File: config.mk
export PLATFORM = sky130hd
export DESIGN_NAME = key_debounce_press_classifier_core
export DESIGN_NICKNAME = d
export VERILOG_FILES = /design/src/rtl/kdpc_pkg.sv /design/src/rtl/kdpc_ram.sv /design/src/rtl/kdpc_key_unit.sv /design/src/rtl/key_debounce_press_classifier_core.sv
export SDC_FILE = /design/constraint.sdc
export NUM_CORES = 1
export LEC_CHECK = 0
export ABC_AREA = 0
export BUFFER_PORTS_ARGS = -buffer_cell sky130_fd_sc_hd__buf_4
export CAP_MARGIN = 20
export CELL_PAD_IN_SITES_DETAIL_PLACEMENT = 0
export CELL_PAD_IN_SITES_GLOBAL_PLACEMENT = 1
export CORE_UTILIZATION = 40
export DETAILED_ROUTE_END_ITERATION = 10
export GPL_TIMING_DRIVEN = 1
export PLACE_DENSITY = 0.82
export SETUP_SLACK_MARGIN = 0.1
export SLEW_MARGIN = 20
export SYNTH_ARGS = -nofsm -noshare
export SYNTH_HDL_FRONTEND = slang
export SYNTH_SLANG_ARGS = --single-unit
File: constraint.sdc
create_clock -name clk -period 9 [get_ports clk]
set_clock_uncertainty 0.1 [all_clocks]
set_input_delay 0 -clock clk [delete_from_list [all_inputs] [get_ports clk]]
set_output_delay 0 -clock clk [all_outputs]
set_load 0.02 [all_outputs]
File: src/rtl/kdpc_pkg.sv
// Shared constants and types for the key debounce / press classifier.
// No dependencies; used by kdpc_key_unit and the core module under rtl/.
package kdpc_pkg;

    // Block sizing
    localparam int KEY_COUNT   = 7;
    localparam int QUEUE_DEPTH = 16;

    // Fixed field widths of the ports
    localparam int MASK_W     = 7;
    localparam int LEVEL_W    = 7;
    localparam int DROP_W     = 3;
    localparam int EV_KEY_W   = 3;
    localparam int LEVEL_OUT_W = 5;
    localparam int BOUNCE_W   = 10;
    localparam int HOLD_W     = 16;

    // Derived widths
    localparam int KEY_IDX_W = (KEY_COUNT > 1) ? $clog2(KEY_COUNT) : 1;
    localparam int PTR_W     = $clog2(QUEUE_DEPTH);
    localparam int CNT_W     = $clog2(QUEUE_DEPTH + 1);
    localparam int ENTRY_W   = EV_KEY_W + 1;

    // Configuration port
    localparam int APB_DATA_W = 32;
    localparam int APB_ADDR_W = 3;

    // Register indexes
    localparam logic REG_DEBOUNCE   = 1'b0;
    localparam logic REG_LONG_PRESS = 1'b1;

    // Reset values of the registers
    localparam logic [BOUNCE_W-1:0] DEBOUNCE_RESET   = BOUNCE_W'(5);
    localparam logic [HOLD_W-1:0]   LONG_PRESS_RESET = HOLD_W'(100);

    // Item codes
    localparam logic OP_SCAN = 1'b0;
    localparam logic OP_POP  = 1'b1;

    // Per-key debounce and hold state
    typedef struct packed {
        logic                stable;
        logic                long_done;
        logic                armed;
        logic [BOUNCE_W-1:0] bounce;
        logic [HOLD_W-1:0]   hold;
    } key_state_t;

    // What one key step asks of the sequencer
    typedef struct packed {
        logic push;
        logic is_long;
        logic start;
    } key_event_t;

endpackage

File: src/rtl/kdpc_ram.sv
// Generic single-write, single-read RAM with registered read data.
// No dependencies.
module kdpc_ram #(
    parameter int WIDTH = 4,
    parameter int DEPTH = 16
) (
    input  logic                     clk,
    input  logic                     wr_en,
    input  logic [$clog2(DEPTH)-1:0] wr_addr,
    input  logic [WIDTH-1:0]         wr_data,
    input  logic                     rd_en,
    input  logic [$clog2(DEPTH)-1:0] rd_addr,
    output logic [WIDTH-1:0]         rd_data
);

    logic [WIDTH-1:0] mem [DEPTH];

    // Write port
    always_ff @(posedge clk)
    begin
        if (wr_en)
        begin
            mem[wr_addr] <= wr_data;
        end
    end

    // Registered read port
    always_ff @(posedge clk)
    begin
        if (rd_en)
        begin
            rd_data <= mem[rd_addr];
        end
    end

endmodule

File: src/rtl/kdpc_key_unit.sv
// Shared per-key step: debounce, hold timing and event classification for one key.
// Depends on kdpc_pkg.
module kdpc_key_unit (
    input  kdpc_pkg::key_state_t          cur,
    input  logic                          raw_pressed,
    input  logic [kdpc_pkg::BOUNCE_W-1:0] bounce_limit,
    input  logic [kdpc_pkg::HOLD_W-1:0]   long_press_ticks,
    output kdpc_pkg::key_state_t          nxt,
    output kdpc_pkg::key_event_t          evt
);

    logic [kdpc_pkg::BOUNCE_W-1:0] need;
    logic [kdpc_pkg::BOUNCE_W-1:0] bounce_inc;
    logic                          just_pressed;

    // Zero debounce setting acts as one
    assign need       = (bounce_limit == '0) ? kdpc_pkg::BOUNCE_W'(1) : bounce_limit;
    assign bounce_inc = cur.bounce + kdpc_pkg::BOUNCE_W'(1);

    always_comb
    begin
        nxt          = cur;
        evt          = '0;
        just_pressed = 1'b0;

        // Debounce: flip the stable level after enough differing samples
        if (raw_pressed == cur.stable)
        begin
            nxt.bounce = '0;
        end
        else
        begin
            nxt.bounce = bounce_inc;
            if (bounce_inc >= need)
            begin
                nxt.stable = raw_pressed;
                nxt.bounce = '0;
                if (raw_pressed)
                begin
                    nxt.hold      = '0;
                    nxt.long_done = 1'b0;
                    nxt.armed     = 1'b1;
                    just_pressed  = 1'b1;
                end
            end
        end

        // Hold timing: advance the saturating counter and fire one long event
        if (nxt.stable && !nxt.long_done)
        begin
            if (!just_pressed && (nxt.hold != '1))
            begin
                nxt.hold = nxt.hold + kdpc_pkg::HOLD_W'(1);
            end
            if (nxt.hold >= long_press_ticks)
            begin
                nxt.long_done = 1'b1;
                evt.push      = 1'b1;
                evt.is_long   = 1'b1;
            end
        end

        // Release: short event when armed and no long event fired
        if (!nxt.stable)
        begin
            if (nxt.armed && !nxt.long_done)
            begin
                evt.push    = 1'b1;
                evt.is_long = 1'b0;
            end
            nxt.armed     = 1'b0;
            nxt.long_done = 1'b0;
        end

        evt.start = just_pressed;
    end

endmodule

File: src/rtl/key_debounce_press_classifier_core.sv
// Key debounce and short/long press classifier, top level.
// Depends on kdpc_pkg, kdpc_key_unit and kdpc_ram.
//
// A scan word (op=0) walks the keys one per cycle through a single shared key
// unit in S_SCAN, then its result word is loaded from S_DONE and the block
// returns to S_IDLE to take the next word; each key step may push one event
// into the event queue. A pop word (op=1) passes S_POP and, on a non-empty
// queue, S_POP_WAIT for the registered read of the queue RAM before S_DONE.
// The block takes one word at a time; a finished result sits in the output
// register while the next input word is accepted, and a result that cannot be
// loaded because the output register is still full holds off input. On a full
// queue the oldest event is dropped and counted.
// Registers: debounce count at byte address 0, long-press delay at 4.
module key_debounce_press_classifier_core (
    input  logic                                clk,
    input  logic                                rst_n,
    // Configuration port
    input  logic                                psel,
    input  logic                                penable,
    input  logic                                pwrite,
    input  logic [kdpc_pkg::APB_ADDR_W-1:0]     paddr,
    input  logic [kdpc_pkg::APB_DATA_W-1:0]     pwdata,
    output logic [kdpc_pkg::APB_DATA_W-1:0]     prdata,
    output logic                                pready,
    // Input channel
    input  logic                                in_valid,
    output logic                                in_ready,
    input  logic                                op,
    input  logic [kdpc_pkg::LEVEL_W-1:0]        raw_levels,
    // Output channel
    output logic                                out_valid,
    input  logic                                out_ready,
    output logic [kdpc_pkg::MASK_W-1:0]         pressed_mask,
    output logic [kdpc_pkg::MASK_W-1:0]         press_start_mask,
    output logic [kdpc_pkg::DROP_W-1:0]         dropped_count,
    output logic                                event_valid,
    output logic [kdpc_pkg::EV_KEY_W-1:0]       event_key,
    output logic                                event_long,
    output logic [kdpc_pkg::LEVEL_OUT_W-1:0]    queue_level
);

    typedef enum logic [2:0] {
        S_IDLE,
        S_SCAN,
        S_POP,
        S_POP_WAIT,
        S_DONE
    } state_t;

    localparam logic [kdpc_pkg::KEY_IDX_W-1:0] KEY_LAST =
        kdpc_pkg::KEY_IDX_W'(kdpc_pkg::KEY_COUNT - 1);
    localparam logic [kdpc_pkg::PTR_W-1:0] PTR_LAST =
        kdpc_pkg::PTR_W'(kdpc_pkg::QUEUE_DEPTH - 1);
    localparam logic [kdpc_pkg::CNT_W-1:0] CNT_FULL =
        kdpc_pkg::CNT_W'(kdpc_pkg::QUEUE_DEPTH);

    state_t state_reg;

    // Configuration registers
    logic [kdpc_pkg::BOUNCE_W-1:0] debounce_reg;
    logic [kdpc_pkg::HOLD_W-1:0]   long_press_reg;

    // Per-key state
    kdpc_pkg::key_state_t key_reg [kdpc_pkg::KEY_COUNT];

    // Work registers of the current item
    logic                               op_reg;
    logic [kdpc_pkg::LEVEL_W-1:0]       levels_reg;
    logic [kdpc_pkg::KEY_IDX_W-1:0]     key_idx_reg;
    logic [kdpc_pkg::KEY_COUNT-1:0]     start_reg;
    logic [kdpc_pkg::DROP_W-1:0]        dropped_reg;
    logic                               ev_valid_reg;
    logic [kdpc_pkg::EV_KEY_W-1:0]      ev_key_reg;
    logic                               ev_long_reg;

    // Queue pointers
    logic [kdpc_pkg::PTR_W-1:0] head_reg;
    logic [kdpc_pkg::PTR_W-1:0] tail_reg;
    logic [kdpc_pkg::CNT_W-1:0] count_reg;

    // Output register
    logic                               out_valid_reg;
    logic [kdpc_pkg::MASK_W-1:0]        pressed_out_reg;
    logic [kdpc_pkg::MASK_W-1:0]        start_out_reg;
    logic [kdpc_pkg::DROP_W-1:0]        dropped_out_reg;
    logic                               ev_valid_out_reg;
    logic [kdpc_pkg::EV_KEY_W-1:0]      ev_key_out_reg;
    logic                               ev_long_out_reg;
    logic [kdpc_pkg::LEVEL_OUT_W-1:0]   level_out_reg;

    // Key unit hookup
    kdpc_pkg::key_state_t                         unit_nxt;
    kdpc_pkg::key_event_t                         unit_evt;
    logic [kdpc_pkg::LEVEL_W+kdpc_pkg::KEY_COUNT-1:0] levels_ext;
    logic                                         raw_pressed;

    // Stable and start vectors widened to the mask width
    logic [kdpc_pkg::KEY_COUNT-1:0]                   stable_vec;
    logic [kdpc_pkg::MASK_W+kdpc_pkg::KEY_COUNT-1:0]  stable_ext;
    logic [kdpc_pkg::MASK_W+kdpc_pkg::KEY_COUNT-1:0]  start_ext;

    // Queue RAM ports
    logic                              ram_wr_en;
    logic [kdpc_pkg::ENTRY_W-1:0]      ram_wr_data;
    logic                              ram_rd_en;
    logic [kdpc_pkg::ENTRY_W-1:0]      ram_rd_data;

    logic in_fire;
    logic cfg_write;
    logic out_free;
    logic out_load;
    logic queue_full;

    // Keys beyond the input width read level 0, which means pressed
    assign levels_ext  = {{kdpc_pkg::KEY_COUNT{1'b0}}, levels_reg};
    assign raw_pressed = ~levels_ext[key_idx_reg];

    kdpc_key_unit u_key_unit (
        .cur              (key_reg[key_idx_reg]),
        .raw_pressed      (raw_pressed),
        .bounce_limit     (debounce_reg),
        .long_press_ticks (long_press_reg),
        .nxt              (unit_nxt),
        .evt              (unit_evt)
    );

    always_comb
    begin
        for (int i = 0; i < kdpc_pkg::KEY_COUNT; i++)
        begin
            stable_vec[i] = key_reg[i].stable;
        end
    end

    assign stable_ext = {{kdpc_pkg::MASK_W{1'b0}}, stable_vec};
    assign start_ext  = {{kdpc_pkg::MASK_W{1'b0}}, start_reg};

    // Queue RAM: push at tail during a key step, read at head on a pop
    assign queue_full  = (count_reg == CNT_FULL);
    assign ram_wr_en   = (state_reg == S_SCAN) && unit_evt.push;
    assign ram_wr_data = {unit_evt.is_long, kdpc_pkg::EV_KEY_W'(key_idx_reg)};
    assign ram_rd_en   = (state_reg == S_POP) && (count_reg != '0);

    kdpc_ram #(
        .WIDTH (kdpc_pkg::ENTRY_W),
        .DEPTH (kdpc_pkg::QUEUE_DEPTH)
    ) u_queue_ram (
        .clk     (clk),
        .wr_en   (ram_wr_en),
        .wr_addr (tail_reg),
        .wr_data (ram_wr_data),
        .rd_en   (ram_rd_en),
        .rd_addr (head_reg),
        .rd_data (ram_rd_data)
    );

    // Handshakes
    assign in_ready  = (state_reg == S_IDLE);
    assign in_fire   = in_valid && in_ready;
    assign out_free  = !out_valid_reg || out_ready;
    assign out_load  = (state_reg == S_DONE) && out_free;
    assign cfg_write = psel && penable && pwrite && pready;
    assign pready    = 1'b1;

    // Register read-back
    always_comb
    begin
        case (paddr[2])
            kdpc_pkg::REG_DEBOUNCE:   prdata = kdpc_pkg::APB_DATA_W'(debounce_reg);
            kdpc_pkg::REG_LONG_PRESS: prdata = kdpc_pkg::APB_DATA_W'(long_press_reg);
            default:                  prdata = '0;
        endcase
    end

    // Configuration registers
    always_ff @(posedge clk or negedge rst_n)
    begin
        if (!rst_n)
        begin
            debounce_reg   <= kdpc_pkg::DEBOUNCE_RESET;
            long_press_reg <= kdpc_pkg::LONG_PRESS_RESET;
        end
        else if (cfg_write)
        begin
            case (paddr[2])
                kdpc_pkg::REG_DEBOUNCE:   debounce_reg   <= pwdata[kdpc_pkg::BOUNCE_W-1:0];
                kdpc_pkg::REG_LONG_PRESS: long_press_reg <= pwdata[kdpc_pkg::HOLD_W-1:0];
                default:                  ;
            endcase
        end
    end

    // Sequencer, key state, queue pointers and output register
    always_ff @(posedge clk or negedge rst_n)
    begin
        if (!rst_n)
        begin
            state_reg        <= S_IDLE;
            for (int i = 0; i < kdpc_pkg::KEY_COUNT; i++)
            begin
                key_reg[i] <= '0;
            end
            op_reg           <= kdpc_pkg::OP_SCAN;
            levels_reg       <= '0;
            key_idx_reg      <= '0;
            start_reg        <= '0;
            dropped_reg      <= '0;
            ev_valid_reg     <= 1'b0;
            ev_key_reg       <= '0;
            ev_long_reg      <= 1'b0;
            head_reg         <= '0;
            tail_reg         <= '0;
            count_reg        <= '0;
            out_valid_reg    <= 1'b0;
            pressed_out_reg  <= '0;
            start_out_reg    <= '0;
            dropped_out_reg  <= '0;
            ev_valid_out_reg <= 1'b0;
            ev_key_out_reg   <= '0;
            ev_long_out_reg  <= 1'b0;
            level_out_reg    <= '0;
        end
        else
        begin
            // Raise valid on a load, drop it once the word is taken
            if (out_load)
            begin
                out_valid_reg <= 1'b1;
            end
            else if (out_valid_reg && out_ready)
            begin
                out_valid_reg <= 1'b0;
            end

            case (state_reg)
                S_IDLE:
                begin
                    if (in_fire)
                    begin
                        op_reg       <= op;
                        levels_reg   <= raw_levels;
                        key_idx_reg  <= '0;
                        start_reg    <= '0;
                        dropped_reg  <= '0;
                        ev_valid_reg <= 1'b0;
                        ev_key_reg   <= '0;
                        ev_long_reg  <= 1'b0;
                        state_reg    <= (op == kdpc_pkg::OP_POP) ? S_POP : S_SCAN;
                    end
                end

                S_SCAN:
                begin
                    // Advance one key through the shared unit
                    key_reg[key_idx_reg]   <= unit_nxt;
                    start_reg[key_idx_reg] <= unit_evt.start;
                    if (unit_evt.push)
                    begin
                        tail_reg <= (tail_reg == PTR_LAST) ? '0
                                                           : tail_reg + kdpc_pkg::PTR_W'(1);
                        if (queue_full)
                        begin
                            head_reg <= (head_reg == PTR_LAST) ? '0
                                                               : head_reg + kdpc_pkg::PTR_W'(1);
                            if (dropped_reg != '1)
                            begin
                                dropped_reg <= dropped_reg + kdpc_pkg::DROP_W'(1);
                            end
                        end
                        else
                        begin
                            count_reg <= count_reg + kdpc_pkg::CNT_W'(1);
                        end
                    end
                    if (key_idx_reg == KEY_LAST)
                    begin
                        state_reg <= S_DONE;
                    end
                    else
                    begin
                        key_idx_reg <= key_idx_reg + kdpc_pkg::KEY_IDX_W'(1);
                    end
                end

                S_POP:
                begin
                    // Read the oldest word and retire it
                    if (count_reg != '0)
                    begin
                        head_reg  <= (head_reg == PTR_LAST) ? '0
                                                            : head_reg + kdpc_pkg::PTR_W'(1);
                        count_reg <= count_reg - kdpc_pkg::CNT_W'(1);
                        state_reg <= S_POP_WAIT;
                    end
                    else
                    begin
                        state_reg <= S_DONE;
                    end
                end

                S_POP_WAIT:
                begin
                    ev_valid_reg <= 1'b1;
                    ev_key_reg   <= ram_rd_data[kdpc_pkg::EV_KEY_W-1:0];
                    ev_long_reg  <= ram_rd_data[kdpc_pkg::EV_KEY_W];
                    state_reg    <= S_DONE;
                end

                S_DONE:
                begin
                    // Hold until the output register is free, then load it
                    if (out_free)
                    begin
                        pressed_out_reg  <= stable_ext[kdpc_pkg::MASK_W-1:0];
                        start_out_reg    <= (op_reg == kdpc_pkg::OP_SCAN)
                                            ? start_ext[kdpc_pkg::MASK_W-1:0] : '0;
                        dropped_out_reg  <= dropped_reg;
                        ev_valid_out_reg <= ev_valid_reg;
                        ev_key_out_reg   <= ev_key_reg;
                        ev_long_out_reg  <= ev_long_reg;
                        level_out_reg    <= kdpc_pkg::LEVEL_OUT_W'(count_reg);
                        state_reg        <= S_IDLE;
                    end
                end

                default:
                begin
                    state_reg <= S_IDLE;
                end
            endcase
        end
    end

    assign out_valid        = out_valid_reg;
    assign pressed_mask     = pressed_out_reg;
    assign press_start_mask = start_out_reg;
    assign dropped_count    = dropped_out_reg;
    assign event_valid      = ev_valid_out_reg;
    assign event_key        = ev_key_out_reg;
    assign event_long       = ev_long_out_reg;
    assign queue_level      = level_out_reg;

endmodule

==> impl.org <==
** Run status
- The flow ran to the end, and the final reports show no timing, DRC or antenna violations.

** Worst setup path
- Highest-delay cell along the critical path :: dfrtp_4
- For the worst setup path, the data required time is 9.32 ns.
- Data arrival at the endpoint of the critical path :: 8.75 ns
- In this design, the stage delay of the slowest critical-path cell is 0.62 ns.
- Setup crit start kind :: register
- Capturing element type of the critical path :: register
- Register-to-register setup slack :: 0.57 ns
- Largest fanout on the critical path :: 20
- Worst reg2reg path depth :: 37
- Worst setup path category :: reg -> reg

** Route
- DR vias/cell :: 5.52
- Drt total wl :: 45.6 mm
- For this run, design rule violations remaining after detail routing come to 0.
- DR pass1 iterations :: 5
- After detailed routing, the average wire length per cell comes to 19.9 um.
- The count of nets left with antenna violations once routing finished came out at 0.
- In this run, the number of DRC markers left after iteration 0 of detailed routing was 953.
- The routed layout has 12646 vias.

** CTS
- Root Buffer Master :: clkbuf_16
- Clock tree sinks :: 367
- Post-CTS timing repair inserted 0 buffers for setup.
- The H-tree was split into 2 levels.
- Clock transition time at the flip-flop clock pins of the worst setup and hold paths :: 0.07 ns
- Clock tree synthesis inserted a total of 40 buffers.
- Clock insertion delay at the later pin of the skew report :: 0.54 ns
- No sink is reached through more buffers than the 3 on the longest clock path.
- TritonCTS built the clock tree.

** STA
- Peak clock frequency supported by timing :: 119 MHz
- The final count of hold timing violations came to 0.
- For the pin with the worst max-slew slack, the measured transition is 1.02 ns.
- Number of pins with negative max-slew slack in the final report :: 0
- Setup repair after global routing missed its margin :: no
- Final setup violation count :: 0
- Worst relative slew slack :: 0.319
- Counting I/O delays and the setup requirement, the final critical path takes 8.43 ns.
- Part of the cycle the worst path needs :: 0.937
- Final sum of negative setup slack :: 0 ns

** Die
- Site Rows :: 76
- The floorplan step defined a die boundary enclosing 45400 um^2.
- Number of top-level pins :: 112
- In this run the vertical extent of the chip is 213 um.
- Die W :: 213 um
- Effective utilization at floorplan :: 0.410
- Area of the core region :: 43500 um^2

** Power and ir drop
- Leakage Power :: 9.07 nW
- Max IR drop VDD :: 0.166 mV
- For this design the ratio of total power to cell area is 346 nW/um^2.

** Finish
- The multi-input combinational cells in the finished layout cover a total of 7670 um^2.
- Post-Route Utilization :: 0.475
- Registers take 9540 um^2.
- Leaving out fill and tap cells, the most frequent cell in the layout is dfrtp_1.
- Layout fillers :: 3960
- Layout overhead on the synthesized area :: 15.9%
- The register with the most flip-flops in the layout has 203 of them.
- The number of antenna diodes in the final layout is 0.
- The finished cells cover 20600 um^2.
- Share of post-route cells with drive strength above 1 :: 0.204
- Excluding fillers, the count of instances in the completed layout stands at 2290.
- Commonest cells after routing, fill and taps aside :: 291 x dfrtp_1, 194 x nand2_1, 148 x o21ai_0
- Final-stage net count :: 1766

** Yosys
- After technology mapping, the gate count stands at 1586.
- Post-synthesis sequential element count :: 367
- Counting flops with an async set or reset pin after synthesis yields a share of 0.815.
- Sequential share of the synthesized area :: 0.535
- In the synthesized netlist the dominant register cell turns out to be dfrtp_1.
- Number of distinct library cell variants in the gate-level netlist after synthesis :: 78
- The mapped netlist covers 17800 um^2.
- Mean area per synthesized cell :: 11.2 um^2
- The synthesized design contains 68 enable-type register cells.
- During synthesis, Yosys emitted a total of 0 warnings.

** Placement
- Final GP Congestion :: 0.877
- In this run the cell area measured after placement is 19000 um^2.
- Cell count after placement :: 2191
- Count of buffers inserted at the top-level ports :: 76
- Summed over all nets, the half-perimeter wirelength after detailed placement is 30.3 mm.

** Job
- Max-cap violations in this run came to 0.

** Global routing
- The number of global-route vias before repair came to 12735.
- All-Layer GR Usage :: 0.207
- Maximum number of pins on one net before global-route repair :: 176
- The initial antenna violation count is 0.
- The total overflow left after global routing is 0.
- The first global-routing pass estimated 72.6 mm of wire.

** Min path
- The tightest min-delay check is of the in -> async type.
==> synth_stat cells, drive strengths merged (3+ instances only) <==
cell type	number	area, um^2
and2	28	175
xor2	12	105
o2bb2ai	7	61.3
and3	9	56.3
a211oi	10	80.1
clkbuf	71	267
a22o	52	455
edfxtp	68	2040
dfstp	5	131
inv	39	146
a221o	12	120
nand3	40	205
mux2	119	1340
nor2b	11	68.8
nand2	198	743
or2	4	25.0
a21o	9	67.6
nor3b	4	30.0
a22oi	22	165
mux4	14	315
o22ai	4	25.0
xnor2	28	245
buf	41	290
a21oi	30	150
or3	4	25.0
dfrtp	294	7360
o22a	3	26.3
nor3	18	90.1
nor2	70	263
a221oi	16	140
nand4	6	37.5
ha	40	500
o21ai	150	751
nand2b	20	125
a2111oi	3	26.3
mux2i	58	581
a311oi	3	26.3
nor4	9	92.6
o31ai	22	165
==> worst max-delay path: cells and delay by family (launching register included) <==
| kind | cells | cell delay [ns] |
|---|---|---|
| multiplexers | 1 | 0.28 |
| buffers and inverters | 5 | 1.00 |
| AO/OA/AOI/OAI | 11 | 2.34 |
| flip-flops | 1 | 0.62 |
| AND/OR/NAND/NOR | 15 | 2.68 |
| XOR/XNOR | 2 | 0.40 |
| adder cells (fa/ha/maj) | 3 | 0.87 |
==> stage by stage <==
step / power [mW] / worst slack [ns] / hold slack (ns)
5_1_grt: 7.59 / 0.229 / 0.146
4_1_cts: 7.15 / 0.649 / 0.0995
6_report: 7.14 / 0.569 / 0.0293
3_5_place_dp: 5.42 / 0.708 / 0.0682
2_1_floorplan: 4.43 / 0.246 / -0.396
3_3_place_gp: 5.33 / 0.880 / 0.0666
==> layer usage <==
layer / share of wire / global-route usage / up-vias
li1: - / - / 5879
met5: 0 / 0 / -
met3: 0.062 / 0.0418 / 81
met2: 0.46 / 0.328 / 349
met1: 0.45 / 0.286 / 6337
met4: 0.028 / 0.0640 / 0
==> repair_timing <==
| item | in CTS | in global routing |
|---|---|---|
| setup endpoints to repair | 0 | 44 |
| gates resized for setup | 0 | 3 |
| hold endpoints to repair | 164 | 0 |
| hold buffers | 27 | 0 |
==> layout make-up <==
| cell class | instances | share of cell area |
|---|---|---|
| Multi-Input combinational cell | 1082 | 0.371 |
| Sequential cell | 367 | 0.462 |
| Clock inverter | 24 | 0.0118 |
| Clock buffer | 48 | 0.0544 |
| Tap cell | 585 | 0.0355 |
| Timing Repair Buffer | 144 | 0.0572 |
| Inverter | 40 | 0.00728 |
==> path summary, 6_finish.rpt <==
check,from,to
setup / recovery,key_idx_reg[0],dropped_reg[0]
hold / removal,rst_n,dropped_count[1]
max in group asynchronous,rst_n,key_idx_reg[0]
min in group clk,in_valid,key_idx_reg[0]
setup reg to reg,key_idx_reg[0],dropped_reg[0]
hold reg to reg,u_queue_ram.rd_data[0],ev_key_reg[0]
==> where the power goes <==
part           switching, mW  total [mW]  internal, mW
clock network          0.687        1.70          1.01
logic                   1.88        2.99          1.11
registers              0.300        2.45          2.15
==> kinds of logic (layout without fill, tap and decap cells) <==
kind of cell    after synthesis  count (layout)  synth area share
simple gates                433             433             0.115
flops                       367             367             0.535
compound gates              360             360             0.135
mux                         191             191             0.126
buf+inv                     152             256            0.0397
fa+ha+maj                    41              41            0.0292
xor+xnor                     40              40            0.0197
other cells                   2              17          0.000422
Power figures use the tool's default switching activity.
